**config.mk**
```make
export PLATFORM = sky130hd
export DESIGN_NAME = brf_queue
export DESIGN_NICKNAME = d
export VERILOG_FILES = /design/src/rtl/brf_pkg.sv /design/src/rtl/brf_queue.sv
export SDC_FILE = /design/constraint.sdc
export NUM_CORES = 1
export LEC_CHECK = 0
export ABC_AREA = 1
export BUFFER_PORTS_ARGS = -buffer_cell sky130_fd_sc_hd__buf_2
export CORE_MARGIN = 3
export CORE_UTILIZATION = 46
export CTS_CLUSTER_SIZE = 24
export DETAILED_ROUTE_END_ITERATION = 10
export GPL_TIMING_DRIVEN = 0
export PLACE_DENSITY = 0.76
export SLEW_MARGIN = 5
export SYNTH_ARGS = -nofsm -noshare
export SYNTH_HDL_FRONTEND = slang
export SYNTH_SLANG_ARGS = --single-unit
```
**constraint.sdc**
```tcl
create_clock -name clk -period 2.05 [get_ports clk]
set_input_delay 0.3075 -clock clk [delete_from_list [all_inputs] [get_ports clk]]
set_output_delay 0.3075 -clock clk [all_outputs]
set_load 0.01 [all_outputs]
```
**src/rtl/brf_pkg.sv**
```systemverilog
// ----------------------------------------------------------------------------
// brf_pkg
// Types and fixed widths shared by the byte ring FIFO modules.
// ----------------------------------------------------------------------------
package brf_pkg;

	localparam int ACTION_W = 3;
	localparam int BYTE_W   = 8;
	localparam int AMT_W    = 13;
	localparam int CNT_W    = 12;
	localparam int BURST_W  = 7;

	typedef enum logic [ACTION_W-1:0] {
		OP_ENQ  = 3'd0,
		OP_DEQ  = 3'd1,
		OP_PEEK = 3'd2,
		OP_MVT  = 3'd3,
		OP_MVH  = 3'd4,
		OP_NOP  = 3'd5
	} op_t;

	typedef struct packed {
		op_t               op;
		logic [BYTE_W-1:0] data;
		logic              neg;
		logic [AMT_W-1:0]  mag;
	} cmd_t;

endpackage

```
**src/rtl/brf_queue.sv**
```systemverilog
// ----------------------------------------------------------------------------
// brf_queue
// Two-entry command queue between the front and the back.
// ----------------------------------------------------------------------------
module brf_queue import brf_pkg::*; (
	input  logic clk,
	input  logic arst_n,
	input  logic push_valid,
	output logic push_ready,
	input  cmd_t push_cmd,
	output logic pop_valid,
	input  logic pop_ready,
	output cmd_t pop_cmd
);

	localparam int QD = 2;

	cmd_t                   entry_q [QD];
	logic [$clog2(QD)-1:0]  wr_q;
	logic [$clog2(QD)-1:0]  rd_q;
	logic [$clog2(QD+1)-1:0] cnt_q;
	logic                   push;
	logic                   pop;

	assign push_ready = (cnt_q != ($clog2(QD+1))'(QD));
	assign pop_valid  = (cnt_q != '0);
	assign pop_cmd    = entry_q[rd_q];
	assign push       = push_valid && push_ready;
	assign pop        = pop_valid && pop_ready;

	always_ff @(posedge clk or negedge arst_n) begin
		if (!arst_n) begin
			wr_q  <= '0;
			rd_q  <= '0;
			cnt_q <= '0;
		end else begin
			if (push) begin
				wr_q <= wr_q + 1'b1;
			end
			if (pop) begin
				rd_q <= rd_q + 1'b1;
			end
			if (push && !pop) begin
				cnt_q <= cnt_q + 1'b1;
			end else if (pop && !push) begin
				cnt_q <= cnt_q - 1'b1;
			end
		end
	end

	always_ff @(posedge clk) begin
		if (push) begin
			entry_q[wr_q] <= push_cmd;
		end
	end

endmodule

```
# ---- Word level (Yosys, flattened, before mapping)
# Memory sizes are Yosys's and may differ from the RTL's.
# Cells that the tools add are included.
dict set report op_classes {
  n_mux 4
  add_sub_neg 4
  reduce_logical 8
  n_eq_ne 1
}
# cell n
set op_table {}
lappend op_table {{logical AND 1 bit} 4}
lappend op_table {{2-to-1 mux 2 bit} 2}
lappend op_table {{nonzero test 2 bit} 2}
lappend op_table {{adder 1 bit (second input constant)} 2}
lappend op_table {{adder 2 x 1 -> 2 bit (second input constant)} 1}
lappend op_table {{zero test 1 bit} 2}
lappend op_table {{2-to-1 mux 1 bit} 2}
lappend op_table {{!= test 2 bit (second input constant)} 1}
lappend op_table {{subtractor 2 x 1 -> 2 bit (second input constant)} 1}
dict set report word_totals {
  ff_bits 4
  mem_count 1
  ram_bits 50
  out_inout_bits 27
  elab_cells 21
}
# memory depth word_bits read_ports rd_clocked_by_memory_dff wr line_no
set memory_table {}
lappend memory_table {entry_q 2 25 1 0 1 brf_queue.sv:18} ;# cmd_t entry_q [QD];

# ---- Longest topological paths before layout
dict set report depth {
  ltp_word 6
  ltp_mapped 10
  mapped_depth_nobuf 10
}

# ---- Least setup slack after synthesis
# OpenSTA, ideal clock, no wires.
dict set report synth_timing {
  path_type {register to register}
  from {reg cnt_q[0]}
  to {mem entry_q[1][0] (netlist bit), enable pin}
  stages_incl_launch_ff 5
  t_arrival_ps 1673
  slack_ps -29
  period_less_slack_ps 2079
  setup_ps 407
  required_time_ps 1643
  cell_sequence {dfrtp_1 > inv_2 > nand2_2 > nand2_2 > nor2_1}
}
dict set report synth_via {
  elab_chain_len 4
}
# element line_no
set synth_lines {}
lappend synth_lines {{from (decl)} brf_queue.sv:21} ;# logic [$clog2(QD+1)-1:0] cnt_q;
lappend synth_lines {{from (signal assigned)} brf_queue.sv:44} ;# cnt_q <= cnt_q + 1'b1;
lappend synth_lines {{from (signal assigned)} brf_queue.sv:46} ;# cnt_q <= cnt_q - 1'b1;
lappend synth_lines {{!= test 2 bit} brf_queue.sv:25} ;# assign push_ready = (cnt_q != ($clog2(QD+1))'(QD));
lappend synth_lines {{named net push_ready} brf_queue.sv:9} ;# output logic push_ready,
lappend synth_lines {{logical AND 1 bit} brf_queue.sv:28} ;# assign push = push_valid && push_ready;
lappend synth_lines {{2-to-1 mux 1 bit} brf_queue.sv:52} ;# if (push) begin
lappend synth_lines {{2-to-1 mux 1 bit (not written as such)} brf_queue.sv:53} ;# entry_q[wr_q] <= push_cmd;
lappend synth_lines {{to (decl)} brf_queue.sv:18}
# The timed path passes the listed nets, and every way through them passes these cells.

# ---- Worst setup path in the final report
dict set report layout_timing {
  from {reg cnt_q[0]}
  to {mem entry_q[1][6] (netlist bit), enable pin}
}
dict set report layout_via {
  elab_chain_len 4
}
# element line_no
set layout_lines {}
lappend layout_lines {{!= test 2 bit} brf_queue.sv:25}
lappend layout_lines {{logical AND 1 bit} brf_queue.sv:28}
lappend layout_lines {{2-to-1 mux 1 bit} brf_queue.sv:52}
lappend layout_lines {{2-to-1 mux 1 bit (not written as such)} brf_queue.sv:53}
# No other way between the ends.

==> results.py <==
metrics = {
    "layout": {
        "n_antenna_cell": 0,
        "syn_to_final_growth_pct": 23.53,
        "design_area_um2": 2575,
        "layout-drive-gt1-share_pct": 36.16,
        "final_nets": 254,
        "stdcell_count": 274,
    },
    "setup_path": {
        "max_stage_delay_ns": 0.55,
        "critical_path_class": "flip-flop to flip-flop",
        "critPathBufInv": 2,
        "r2r_cells": 5,
        "crit_fanout": 14,
        "cp_slowest_cell": "nor2_2",
        "crit_chain": "inv_2 > nand2_2 > nand2_2 > nor2_2 > buf_8",
        "rrSetupSlack_ns": 0.35,
        "r2r-end": "entry_q[1][6]",
        "crit_path_frequent_cell": "nand2_2",
        "cp.arrival_ns": 1.71,
        "end_kind": "flip-flop",
        "path_delay_family": "simple AND/OR/NAND/NOR gates",
        "r2r_start": "cnt_q[0]",
        "cp-start-kind": "flip-flop",
        "critPathRequiredTime_ns": 2.06,
    },
    "outcome": {
        "outcome": "complete, no violations",
    },
    "route": {
        "postRouteAntennaNets": 0,
        "avgViaCountPerCell": 4.759,
        "routed_wl_um": 3636,
        "wl_per_cell_um": 13.27,
        "vias": 1304,
        "drt_iter0_markers": 94,
        "drt_first_pass_iters": 5,
        "drc": 0,
    },
    "timing": {
        "finClkSkew_ns": 0.008996,
        "hold_slack_ns": 0.1904,
        "report.final.slew_viol_count": 0,
        "hold_viol": 0,
        "tightest_slew_ns": 0.6974,
        "rsz0062_at_grt": "no",
        "setup_viol": 0,
        "fin_crit_sh_pct": 82.81,
        "relSlewSlack_pct": 53.46,
        "fmaxAchievable_mhz": 589.1,
        "period_minus_slack_ns": 1.698,
    },
    "yosys": {
        "syn_nets": 189,
        "ys_seq_area_share_pct": 76.83,
        "syn_area_per_cell_um2": 13.11,
        "synth_cell_types": 16,
        "synth_seq_cells": 54,
        "ys_warn_count": 0,
        "netlist_instances": 159,
        "synth.cell_area_um2": 2084,
    },
    "worst_hold_path": {
        "min_to": "entry_q[0][19]",
        "hold_start": "push_cmd[19]",
        "whs_path_depth": 1,
        "hold_path.class": "input port to flip-flop",
    },
    "clocking": {
        "cts_setup_buffers": 0,
        "numCtsBuffers": 5,
        "clock_sinks": 54,
        "worstSkewPairLatency_ns": 0.30,
        "cts_max_level": 2,
        "tritoncts": "done",
        "root_buffer": "clkbuf_8",
        "ctsLongestPathBuffers": 2,
        "path_clk_slew_ns": 0.09,
    },
    "place": {
        "dp_hpwl_um": 2505,
        "portBuffers": 55,
        "gp_congestion": 0.7240,
        "dpl_cell_area_um2": 2457,
        "dpl.cell_count": 266,
    },
    "die": {
        "num_rows": 23,
        "die_h_um": 73.32,
        "pin_count": 56,
        "start_util_pct": 49.96,
        "die_x_um": 73.32,
        "die_area_um2": 5375,
        "core-area_um2": 4173,
    },
    "global_routing": {
        "grt_max_degree": 17,
        "met2_usage_pct": 23.83,
        "antenna_found_initial": 0,
        "grtUsageMet3_pct": 5.335,
        "grt_busiest_layer": "met2",
        "grt_pass1_vias": 1231,
        "grt_pass1_wl_um": 5602,
        "overflow": 0,
        "grt_use_met1_pct": 17.13,
        "grt.total_usage_pct": 14.35,
    },
    "power": {
        "p_seq_share_pct": 43.7,
        "p_leak_uw": 0.001144,
        "p_switching_uw": 1240,
        "swShare_pct": 34.06,
        "p_comb_share_pct": 37.6,
        "p_clk_share_pct": 18.6,
        "vdd_drop_max_mv": 0.7213,
        "power.density_nw_per_um2": 1413,
        "p_int_uw": 2400,
    },
    "job": {
        "drv_cap": 0,
    },
}
## placed cells by master (no fill, tap or decap), drive strengths merged
cell type,Yosys,routed
dlygate4sd3,0,1
xnor2,1,1
buf,5,62
clkbuf,0,5
nand4,1,1
xor2,1,1
bufinv,0,1
edfxtp,50,50
nand2,85,85
dfrtp,4,4
nor2,2,2
nand3,2,2
ha,1,1
clkinv,0,1
inv,7,7
## synth_stat cells
cell type | count | area share, %
xnor2_1 | 1 | 0.42
buf_4 | 1 | 0.36
nand3_1 | 2 | 0.48
nand2_2 | 8 | 2.4
ha_1 | 1 | 0.60
edfxtp_1 | 50 | 72
inv_1 | 5 | 0.90
dfrtp_1 | 4 | 4.8
xor2_1 | 1 | 0.42
nor2_1 | 2 | 0.36
inv_2 | 1 | 0.18
buf_6 | 3 | 1.6
nand4_1 | 1 | 0.30
buf_8 | 1 | 0.72
inv_8 | 1 | 0.54
nand2_1 | 77 | 14
## logic make-up after synthesis
logic type / after synthesis / share of synthesized area (%)
xor gates and xnor gates: 2 / 0.8405
and+or+nand+nor: 90 / 17.41
buffers and inverters: 12 / 4.321
DFF: 54 / 76.83
adders and majority gates: 1 / 0.6001
## final cells by class
cell class	count	area (µm²)
Buffer	5	56.30
Clock buffer	5	68.82
Clock inverter	2	38.79
Fill cell	330	1598
Inverter	7	33.78
Multi-Input combinational cell	93	397.9
Sequential cell	54	1602
Tap cell	50	62.56
Timing Repair Buffer	58	315.3
## worst max-delay path by stage
| stage | startpoint | endpoint | slack, ns | cells past startpoint |
|---|---|---|---|---|
| floorplan | cnt_q[0] | entry_q[1][0] | -0.03 | 4 |
| global placement | cnt_q[0] | entry_q[0][9] | -0.58 | 4 |
| detailed placement | cnt_q[0] | entry_q[0][19] | 0.34 | 5 |
| CTS | cnt_q[0] | entry_q[0][6] | 0.34 | 5 |
| global route | cnt_q[0] | entry_q[0][21] | 0.25 | 5 |
| finish | cnt_q[0] | entry_q[1][6] | 0.35 | 5 |
## flip-flops by register name (all words and copies together) (netlist names)
| signal | cells |
|---|---|
| wr_q | 1 |
| cnt_q | 2 |
| rd_q | 1 |
| entry_q | 50 |
## power groups by stage
stage / Clock, µW / Sequential, µW / Combinational [µW]
finish: 679 / 1590 / 1370
global route: 742 / 1610 / 1530
CTS: 693 / 1590 / 1400
detailed placement: 0 / 1620 / 1390
global placement: 0 / 1620 / 1310
floorplan: 0 / 1610 / 863
## per-layer routing
metal	share of wire, %	wire length, µm
met3	8.3	302
met1	40	1470
met5	0	0
met2	50	1829
met4	0.94	34
## stage by stage
step | TNS, ns | total power (µW) | setup slack (ns) | util [%]
after floorplan | -1.467 | 2469 | -0.02935 | -
final | 0 | 3639 | 0.3524 | 61.71
after CTS | 0 | 3683 | 0.3382 | 61.71
after global routing | 0 | 3879 | 0.2502 | 61.71
after detailed placement | 0 | 3008 | 0.3411 | 58.89
after global placement | -28.16 | 2928 | -0.5755 | 58.05
## repair_timing
item / CTS / global route
hold buffers: 1 / 0
resized for setup: 0 / 0
hold endpoints to repair: 4 / 0
Note: power is estimated with default switching activity, not from simulation.
