`config.mk`:
```
export PLATFORM = sky130hd
export DESIGN_NAME = brf_front
export DESIGN_NICKNAME = d
export VERILOG_FILES = /design/src/rtl/brf_pkg.sv /design/src/rtl/brf_front.sv
export SDC_FILE = /design/constraint.sdc
export NUM_CORES = 1
export LEC_CHECK = 0
export ABC_AREA = 1
export BUFFER_PORTS_ARGS = -buffer_cell sky130_fd_sc_hd__buf_4
export CORE_MARGIN = 5
export CORE_UTILIZATION = 46
export DETAILED_ROUTE_END_ITERATION = 6
export MAX_ROUTING_LAYER = met4
export PLACE_DENSITY_LB_ADDON = 0.08
export SLEW_MARGIN = 15
export SYNTH_ARGS = -nofsm -noshare
export SYNTH_HDL_FRONTEND = slang
export SYNTH_SLANG_ARGS = --single-unit
```
`constraint.sdc`:
```
create_clock -name vclk -period 5.2
set_input_delay 1.04 -clock vclk [all_inputs]
set_output_delay 1.04 -clock vclk [all_outputs]
set_load 0.02 [all_outputs]
```
`src/rtl/brf_pkg.sv`:
```
// ----------------------------------------------------------------------------
// brf_pkg
// Types and fixed widths shared by the byte ring FIFO modules.
// ----------------------------------------------------------------------------
package brf_pkg;

	localparam int ACTION_W = 3;
	localparam int BYTE_W   = 8;
	localparam int AMT_W    = 13;
	localparam int CNT_W    = 12;
	localparam int BURST_W  = 7;

	typedef enum logic [ACTION_W-1:0] {
		OP_ENQ  = 3'd0,
		OP_DEQ  = 3'd1,
		OP_PEEK = 3'd2,
		OP_MVT  = 3'd3,
		OP_MVH  = 3'd4,
		OP_NOP  = 3'd5
	} op_t;

	typedef struct packed {
		op_t               op;
		logic [BYTE_W-1:0] data;
		logic              neg;
		logic [AMT_W-1:0]  mag;
	} cmd_t;

endpackage

```
`src/rtl/brf_front.sv`:
```
// ----------------------------------------------------------------------------
// brf_front
// Accepts items, decodes the action and prepares the count or shift magnitude.
// ----------------------------------------------------------------------------
module brf_front import brf_pkg::*; #(
	parameter int MAX_BURST = 64
) (
	input  logic                    in_valid,
	output logic                    in_ready,
	input  logic [ACTION_W-1:0]     action,
	input  logic [BYTE_W-1:0]       data_byte,
	input  logic signed [AMT_W-1:0] amount,
	output logic                    push_valid,
	input  logic                    push_ready,
	output cmd_t                    push_cmd
);

	logic             neg;
	logic [AMT_W-1:0] abs_amt;

	assign neg     = amount[AMT_W-1];
	assign abs_amt = neg ? AMT_W'(-amount) : AMT_W'(amount);

	assign in_ready   = push_ready;
	assign push_valid = in_valid;

	always_comb begin
		push_cmd.data = data_byte;
		push_cmd.neg  = 1'b0;
		push_cmd.mag  = '0;
		case (action)
			OP_ENQ: begin
				push_cmd.op = OP_ENQ;
			end
			OP_DEQ, OP_PEEK: begin
				push_cmd.op = op_t'(action);
				// non-positive counts read nothing; cap at the burst limit
				if (!neg) begin
					push_cmd.mag = (abs_amt > AMT_W'(MAX_BURST)) ? AMT_W'(MAX_BURST)
						: abs_amt;
				end
			end
			OP_MVT, OP_MVH: begin
				push_cmd.op  = op_t'(action);
				push_cmd.neg = neg;
				push_cmd.mag = abs_amt;
			end
			default: begin
				push_cmd.op = OP_NOP;
			end
		endcase
	end

endmodule

```
== Word-level counts from Yosys, hierarchy flattened ==
Index checks and enable logic that the tools add are counted.
W data, S select, Z words.

* Flip-flop bits (word level): 0
* Input port bits: 26
* Output and inout port bits: 27
* Logic and storage cells: 16

* Add/sub/neg operators: 1
* Order comparisons: 1
* Equality and inequality tests: 4
* Muxes and demuxes: 6
* Reduce and logical (&&, ||, !) cells: 4

{| class="wikitable"
|+ Operator list
! operator !! number
|-
| $mux W13 || 3
|-
| $pmux W13 S2 || 1
|-
| $gt A13 B7 Y1 const B || 1
|-
| $neg A13 Y13 || 1
|-
| $eq A3 B2 Y1 const B || 2
|-
| $pmux W3 S2 || 1
|-
| $reduce_or A2 Y1 || 2
|-
| $reduce_or A4 Y1 || 1
|-
| $eq A3 B1 Y1 const B || 1
|-
| $eq A3 B3 Y1 const B || 1
|-
| $logic_not A3 Y1 || 1
|-
| $mux W1 || 1
|}

== Logic depth before layout (Yosys ltp) ==
Gate-level depths: netlist (run 1).

* Word-level depth: 6
* Depth in mapped cells: 13
* Gate-level depth less buffers: 13

== Worst setup path before layout (run 1) ==
No wires, ideal clock.

* Path type: input to output
* Start point: in amount[0]
* End point: out push_cmd[6] (netlist name)
* Arrival time: 2,491 ps
* Required time: 4,160 ps
* Slack: 1,669 ps
* Stages: 12
* Buffers on the path: 0
* Cells stage by stage: inv_1 ha_1 nand3_4 nor2_4 nand2_2 nand2_1 nand2_1 nand2_1 inv_2 nand2_2 nor2_4 o21ai_0

{| class="wikitable"
|+ RTL lines
! what !! line !! text
|-
| from (decl) || brf_front.sv:12 || <nowiki>input logic signed [AMT_W-1:0] amount,</nowiki>
|-
| to (decl) || brf_front.sv:15 || <nowiki>output cmd_t push_cmd</nowiki>
|}

==> results of run 1 <==
## kinds of logic (layout without fill, tap and decap cells)
logic type,Yosys count,in the layout,share of synthesized area [%]
simple gates,77,77,54.0
buf+inv,32,53,23.3
compound gates,19,19,18.4
xor+xnor,2,2,2.55
fa+ha+maj,1,1,1.82
## how the worst max path moves through the flow
stage                  endpoint  slack [ps]      start  cells after the start
global placement    push_cmd[0]        1540  amount[0]                     14
global route        push_cmd[4]        1360  amount[0]                     14
floorplan           push_cmd[6]        1670  amount[0]                     12
CTS                 push_cmd[4]        1490  amount[0]                     14
detailed placement  push_cmd[4]        1500  amount[0]                     14
finish              push_cmd[4]        1490  amount[0]                     14
## per-layer routing
metal	share of wire [%]	vias to the layer above	routed length (um)
met5	0	-	0
met4	0.29	0	5
met3	8.6	2	149
met2	47	37	817
met1	44	352	756
li1	-	445	-
## cell usage in the layout (no fill, tap or decap), drive strengths merged, types with 2 or more instances in the layout
| cell type | netlist | layout |
|---|---|---|
| nand2 | 37 | 37 |
| nand3 | 13 | 13 |
| xnor2 | 2 | 2 |
| buf | 12 | 34 |
| a21oi | 8 | 8 |
| inv | 19 | 19 |
| nor2 | 23 | 23 |
| nand3b | 2 | 2 |
| o21ai | 9 | 9 |
## power breakdown
group          total (mW)  internal, mW  switching (mW)
Sequential              0             0               0
Clock                   0             0               0
Combinational      0.0822        0.0346          0.0476
Total              0.0822        0.0346          0.0476
## area by class of cell
class | count | area [sq um] | area share, %
inverter | 19 | 71.3 | 8.15
multi-input combinational | 99 | 528 | 60.4
tap | 16 | 20.0 | 2.29
timing repair buffer | 34 | 255 | 29.2
## metrics by stage
stage | setup slack, ps | hold slack, ps | total power [mW] | cells
after floorplan | 1670 | 2190 | 0.0616 | 131
after global placement | 1540 | 2080 | 0.0822 | 168
after detailed placement | 1500 | 2080 | 0.0823 | 168
after CTS | 1490 | 2080 | 0.0828 | 168
after global routing | 1360 | 2080 | 0.0907 | 168
final | 1490 | 2080 | 0.0822 | 168
## worst max-delay path: stages
cell and delay (ps):
buf_4 110, inv_1 130, ha_1 260, nand3_4 110
nor2_4 170, nor2_2 50, nand2_2 60, nand2_1 60
nor2_2 110, nand2_2 70, nor2_4 120, nand2_4 90
a21oi_2 130, buf_4 150
==> reports/qor.yml, run 1 <==
synth:
  avgSynthCellArea_sq_um: 5.25
  synth_seq_area_share_pct: 0
  mappedNetlistNets: 158
  synthTopCellsByCount: "32 x nand2_1, 17 x nor2_1, 15 x inv_1"
  synth_cells: 131
  yosys.area.top_type_share_pct: 17.5
  yosys.area.top_type: "nand2_1"
  synth_area_leaders: "nand2_1 17%, buf_4 11%, nor2_1 9.3%, nand3_1 8.7%, inv_1 8.2%"
  syn_area_sq_um: 688
  synth_warnings: 0
  yosysUniqueCellTypes: 25
  yosysMostFrequentCell: "nand2_1"
layout:
  n_antenna_cell: 0
  nFlopsAndLatches: 0
  finalInstanceArea_sq_um: 875
  final_util_pct: 60.2
  area_delta_synth_final_pct: 27.1
  nets: 181
  ff_latch_area_sq_um: 0
  drive_gt1_share_pct: 37.5
  fillers: 150
  clkbuf_count: 0
routing:
  vias: 836
  wl_um: 1730
  post-route-drc-count: 0
  dr.pass1.iters: 4
  routed_via_density: 4.98
  antenna_left: 0
  drt-wirelength-per-cell_um: 10.3
  drt-initial-drc-count: 14
sta:
  tns_ps: 0
  setup_viol: 0
  grt_setup_unrepaired: "no"
  maxSlewViolCount: 0
  period_share_pct: 71.3
  timing.slew.headroom_pct: 49.1
  tightest_slew_ps: 755
  fin_crit_ps: 3710
  final_hold_viol_count: 0
  max_freq_mhz: 270
setup_path:
  crit_path_start_kind: "primary input"
  worstSetupEndpointType: "output port"
  cp_max_fo: 5
  crit_arrival_ps: 2670
  critPathKind: "primary input to output port"
  cp.required_ps: 4160
grt:
  track_usage_pct: 14.0
  antenna_found_initial: 0
  grt_overflow_total: 0
  top_usage_layer: "met2"
  grt_max_degree: 17
  grt_use_met1_pct: 19.8
  grt_first_pass_wirelength_um: 2880
  grt_pass1_vias: 678
  met2_usage_pct: 22.0
  gr-usage-met3_pct: 1.84
hold_path:
  hold_path_class: "primary input to output port"
  hp-start: "data_byte[3]"
  hold_path_end: "push_cmd[17]"
  hold_depth: 0
die:
  std_cell_rows: 14
  die-area_sq_um: 2370
  initial_core_util_pct: 47.3
  ios: 53
  coreArea_sq_um: 1450
  fp.dieW_um: 48.7
  die_h_um: 48.7
placed_design:
  hpwlAfterDp_um: 1490
  finalWeightedCongestion: 0.833
  postPlaceCellArea_sq_um: 875
  io_buffers: 33
clocking:
  post-cts-setup-buffers: 0
  post_cts_resized: 0
  holdBufCountCts: 0
power:
  ir_drop_uv: 41.2
  power.density_nw_per_um2: 94.0
  p_leak_nw: 0.497
status:
  outcome: "completed"
run:
  max_cap_violations: 0
Note: power is estimated with default switching activity, not from simulation.
==> run 2: changes to the inputs <==
- CORE_UTILIZATION: 46 -> 38
- clock period: 5.2 -> 3.3 ns (I/O delays scaled with it)
==> run 2 against run 1 <==
Net effect:
- worst hold slack worse by 760 ps
- total power increased by 59%
- sequential share of layout area unchanged
- die area is 17% higher
- worst setup slack worse by 1200 ps
- first-iteration DRC count shrank 36%
==> reports/qor.yml, run 2 (synthesis results as in run 1) <==
placed_design:
  postPlaceCellArea_sq_um: 886  # was 875 sq um
  finalWeightedCongestion: 0.814  # was 0.833
  io_buffers: 33  # unchanged
  hpwlAfterDp_um: 1600  # was 1490 um
routing:
  dr.pass1.iters: 4  # unchanged
  drt-wirelength-per-cell_um: 10.4  # was 10.3 um
  post-route-drc-count: 0  # unchanged
  wl_um: 1840  # was 1730 um
  routed_via_density: 4.69  # was 4.98
  antenna_left: 0  # unchanged
  drt-initial-drc-count: 9  # was 14
  vias: 830  # was 836
run:
  max_cap_violations: 0  # unchanged
layout:
  n_antenna_cell: 0  # unchanged
  clkbuf_count: 0  # unchanged
  nets: 181  # unchanged
  area_delta_synth_final_pct: 28.7  # was 27.1%
  finalInstanceArea_sq_um: 886  # was 875 sq um
  mostFrequentLayoutCell: "buf_4"  # unchanged
  drive_gt1_share_pct: 37.5  # unchanged
  final_cell_mix: "34 x buf_4, 32 x nand2_1, 17 x nor2_1, 15 x inv_1, 12 x nand3_1"  # unchanged
  nFlopsAndLatches: 0  # unchanged
  ff_latch_area_sq_um: 0  # unchanged
power:
  pwr-share-seq_pct: 0  # about the same
  p_leak_nw: 0.497  # unchanged
  swShare_pct: 58.2  # was 57.9%
  power.density_nw_per_um2: 147  # was 94.0 nW/um^2
  switchingPower_uw: 75.9  # was 47.6 uW
  ir_drop_uv: 63.2  # was 41.2 uV
  internal-power_uw: 54.5  # was 34.6 uW
  clockPowerShare_pct: 0  # about the same
  comb_power_share_pct: 100.0  # about the same
setup_path:
  crit_family: "simple AND/OR/NAND/NOR gates"  # unchanged
  crit_arrival_ps: 2320  # was 2670 ps
  slowest_stage: "ha_1"  # unchanged
  cp.required_ps: 2640  # was 4160 ps
  crit_chain: "buf_4 > inv_1 > ha_1 > nand3_4 > nor2_4 > nor2_2 > nand2_2 > nand2_1 > nor2_2 > nand2_2 > nor2_4 > nand2_4 > a21oi_2 > buf_4"  # unchanged
  cp_max_fo: 5  # unchanged
  crit_path_start_kind: "primary input"  # unchanged
  worstSetupEndpointType: "output port"  # unchanged
  critical_path_buf_inv_count: 3  # unchanged
  cpPeakStageDelay_ps: 280  # was 260 ps
  critPathKind: "primary input to output port"  # unchanged
sta:
  final_hold_viol_count: 0  # unchanged
  grt_setup_unrepaired: "no"  # unchanged
  setup_viol: 0  # unchanged
  max_freq_mhz: 336
  period_share_pct: 90.2
  fin_crit_ps: 2980
  tightest_slew_ps: 835  # was 755 ps
  tns_ps: 0  # unchanged
  timing.slew.headroom_pct: 43.7  # was 49.1%
  maxSlewViolCount: 0  # unchanged
status:
  outcome: "completed"  # unchanged
die:
  die_h_um: 52.6  # was 48.7 um
  fp.dieW_um: 52.6  # was 48.7 um
  ios: 53  # unchanged
  std_cell_rows: 15  # was 14
  coreArea_sq_um: 1730  # was 1450 sq um
  die-area_sq_um: 2760  # was 2370 sq um
  initial_core_util_pct: 39.9  # was 47.3%
grt:
  antenna_found_initial: 0  # unchanged
  grt_overflow_total: 0  # unchanged
  grt_first_pass_wirelength_um: 2950  # was 2880 um
  track_usage_pct: 13.5  # was 14.0%
  grt_max_degree: 17  # unchanged
  grt_pass1_vias: 746  # was 678
hold_path:
  hold_path_class: "primary input to output port"  # unchanged
clocking:
  post-cts-setup-buffers: 0  # unchanged
  post_cts_resized: 0  # unchanged
  holdBufCountCts: 0  # unchanged
[run 2: cell counts in the layout (fill, tap and decap cells not counted)]
No cell type changed its count.
[run 2: power groups by stage]
stage	clock, mW	combinational (mW)	sequential [mW]
4_1_cts	0	0.132	0
6_report	0	0.130	0
3_5_place_dp	0	0.132	0
2_1_floorplan	0	0.0971	0
3_3_place_gp	0	0.131	0
5_1_grt	0	0.144	0
[run 2: per-stage QoR]
| step | setup slack [ps] | hold WS (ps) | power [mW] | cells | utilization (%) |
|---|---|---|---|---|---|
| final | 322 | 1320 | 0.130 | 177 | 51.3 |
| after global routing | 171 | 1320 | 0.144 | 177 | 51.3 |
| after CTS | 306 | 1320 | 0.132 | 177 | 51.3 |
| after detailed placement | 306 | 1320 | 0.132 | 177 | 51.3 |
| after global placement | 359 | 1320 | 0.131 | 177 | 51.3 |
| after floorplan | 529 | 1430 | 0.0971 | 131 | - |
[run 2: path summary, 6_finish.rpt]
check,cells past startpoint,startpoint,end,slack [ps]
max,14,amount[0],push_cmd[3],320
min,0,data_byte[2],push_cmd[16],1320
[run 2: area by class of cell]
| class | instances | area, sq um |
|---|---|---|
| Multi-Input combinational cell | 99 | 528 |
| Timing Repair Buffer | 34 | 255 |
| Inverter | 19 | 71.3 |
| Fill cell | 207 | 841 |
| Tap cell | 25 | 31.3 |
[run 2: metal layers]
| layer | up-vias | routed length (um) | GRT usage (%) |
|---|---|---|---|
| li1 | 441 | - | - |
| met3 | 8 | 97 | 0 |
| met4 | 0 | 16 | 2.98 |
| met2 | 18 | 910 | 25.0 |
| met1 | 363 | 819 | 16.3 |
| met5 | - | 0 | - |
==> run 3: changes to the inputs <==
- GPL_TIMING_DRIVEN: default -> 0
- RECOVER_POWER: default -> 50
==> run 3 against run 2 <==
Net effect:
- final cell count up 12%
- first-iteration DRC count rose to 3.0 times the previous value
- global-route usage up 1.2 points
- non-clock buffer count up 22
- sequential share of layout area unchanged
- count of clock-buffer cells in the layout unchanged
- total power up 16%
- critical path depth unchanged
- worst hold slack better by 260 ps
- critical path type unchanged
- largest cell class unchanged
==> reports/qor.yml, run 3 (synthesis results as in run 1) <==
routing:
  dr.pass1.iters: 4  # unchanged
  vias: 909  # was 830
  post-route-drc-count: 0  # unchanged
  routed_via_density: 4.57  # was 4.69
  drt-initial-drc-count: 27  # was 9
  antenna_left: 0  # unchanged
  drt-wirelength-per-cell_um: 10.1  # was 10.4 um
  wl_um: 2000  # was 1840 um
layout:
  n_antenna_cell: 0  # unchanged
  mostFrequentLayoutCell: "buf_4"  # unchanged
  finalNonFillerCells: 199  # was 177
  nFlopsAndLatches: 0  # unchanged
  final_cell_mix: "40 x buf_4, 32 x nand2_1, 17 x nor2_1, 15 x inv_1, 14 x clkbuf_1"  # was 34 x buf_4, 32 x nand2_1, 17 x nor2_1, 15 x inv_1, 12 x nand3_1
  ff_latch_area_sq_um: 0  # unchanged
  area_delta_synth_final_pct: 44.4  # was 28.7%
  fillers: 185  # was 207
  nets: 203  # was 181
  clkbuf_count: 0  # unchanged
  drive_gt1_share_pct: 37.4  # was 37.5%
grt:
  antenna_found_initial: 0  # unchanged
  grt_overflow_total: 0  # unchanged
  grt_first_pass_wirelength_um: 3260  # was 2950 um
  grt_pass1_vias: 863  # was 746
  track_usage_pct: 14.7  # was 13.5%
  grt_max_degree: 11  # was 17
placed_design:
  io_buffers: 43  # was 33
  finalWeightedCongestion: 0.817  # was 0.814
  dpl.cell_count: 199  # was 177
  hpwlAfterDp_um: 1790  # was 1600 um
setup_path:
  critPathKind: "primary input to output port"  # unchanged
  cp.required_ps: 2640  # about the same
  cp_max_fo: 5  # unchanged
  crit_arrival_ps: 2340  # was 2320 ps
  worstSetupEndpointType: "output port"  # unchanged
  crit_path_start_kind: "primary input"  # unchanged
clocking:
  post-cts-setup-buffers: 0  # unchanged
  holdBufCountCts: 0  # unchanged
  post_cts_resized: 0  # unchanged
sta:
  fin_crit_ps: 3000  # was 2980 ps
  period_share_pct: 90.9  # was 90.2%
  tightest_slew_ps: 545  # was 835 ps
  final_hold_viol_count: 0  # unchanged
  max_freq_mhz: 333  # was 336 MHz
  timing.slew.headroom_pct: 63.3  # was 43.7%
  setup_viol: 0  # unchanged
  tns_ps: 0  # unchanged
  grt_setup_unrepaired: "no"  # unchanged
  maxSlewViolCount: 0  # unchanged
  holdWs_ps: 1580  # was 1320 ps
die:
  fp.dieW_um: 52.6  # unchanged
  std_cell_rows: 15  # unchanged
  coreArea_sq_um: 1730  # unchanged
  ios: 53  # unchanged
  initial_core_util_pct: 39.9  # unchanged
  die_h_um: 52.6  # unchanged
  die-area_sq_um: 2760  # unchanged
power:
  power.density_nw_per_um2: 152  # was 147 nW/um^2
  ir_drop_uv: 77.0  # was 63.2 uV
  p_leak_nw: 0.550  # was 0.497 nW
hold_path:
  hold_depth: 2  # was 0
  hold_path_class: "primary input to output port"  # unchanged
status:
  outcome: "completed"  # unchanged
run:
  max_cap_violations: 0  # unchanged
-- run 3: per-layer routing --
layer | vias up | part of all wire [%] | global-route usage (%)
met5 | - | 0 | -
met1 | 381 | 44 | 19.4
met4 | 0 | 0 | 0
met3 | 0 | 8.0 | 0
met2 | 40 | 48 | 26.9
li1 | 488 | - | -
-- run 3: worst max-delay path: stages --
cell	delay, ps
buf_4	110
inv_1	150
ha_1	270
nand3_4	120
nor2_4	180
nand2_2	70
nand3b_1	80
nand2_1	70
inv_2	60
nand2_2	60
nor2_4	150
nand2_4	100
a21oi_2	130
buf_4	150
-- run 3: path summary, 6_finish.rpt --
path	start	end	slack (ps)
hold / removal	data_byte[1]	push_cmd[15]	1580
setup / recovery	amount[0]	push_cmd[3]	300
-- run 3: final cells by class --
| class | count | area [sq um] | share of cell area, % |
|---|---|---|---|
| inverter | 19 | 71.3 | 7.18 |
| multi-input combinational | 99 | 528 | 53.1 |
| timing repair buffer | 43 | 274 | 27.6 |
| buffer | 13 | 88.8 | 8.94 |
| tap | 25 | 31.3 | 3.15 |
-- run 3: stage by stage --
step           total power, mW  utilization, %  instance area [sq um]  setup slack (ps)
6_report                 0.151            57.5                    993               301
3_5_place_dp             0.159            60.4                   1040               296
4_1_cts                  0.160            60.4                   1040               295
3_3_place_gp             0.157            60.4                   1040               332
2_1_floorplan           0.0971               -                    688               529
5_1_grt                  0.165            57.5                    993               177
-- run 3: power by group --
group	total (mW)	leakage (nW)	switching (mW)	internal, mW
Combinational	0.151	0.550	0.0883	0.0625
Sequential	0	0	0	0
Clock	0	0	0	0
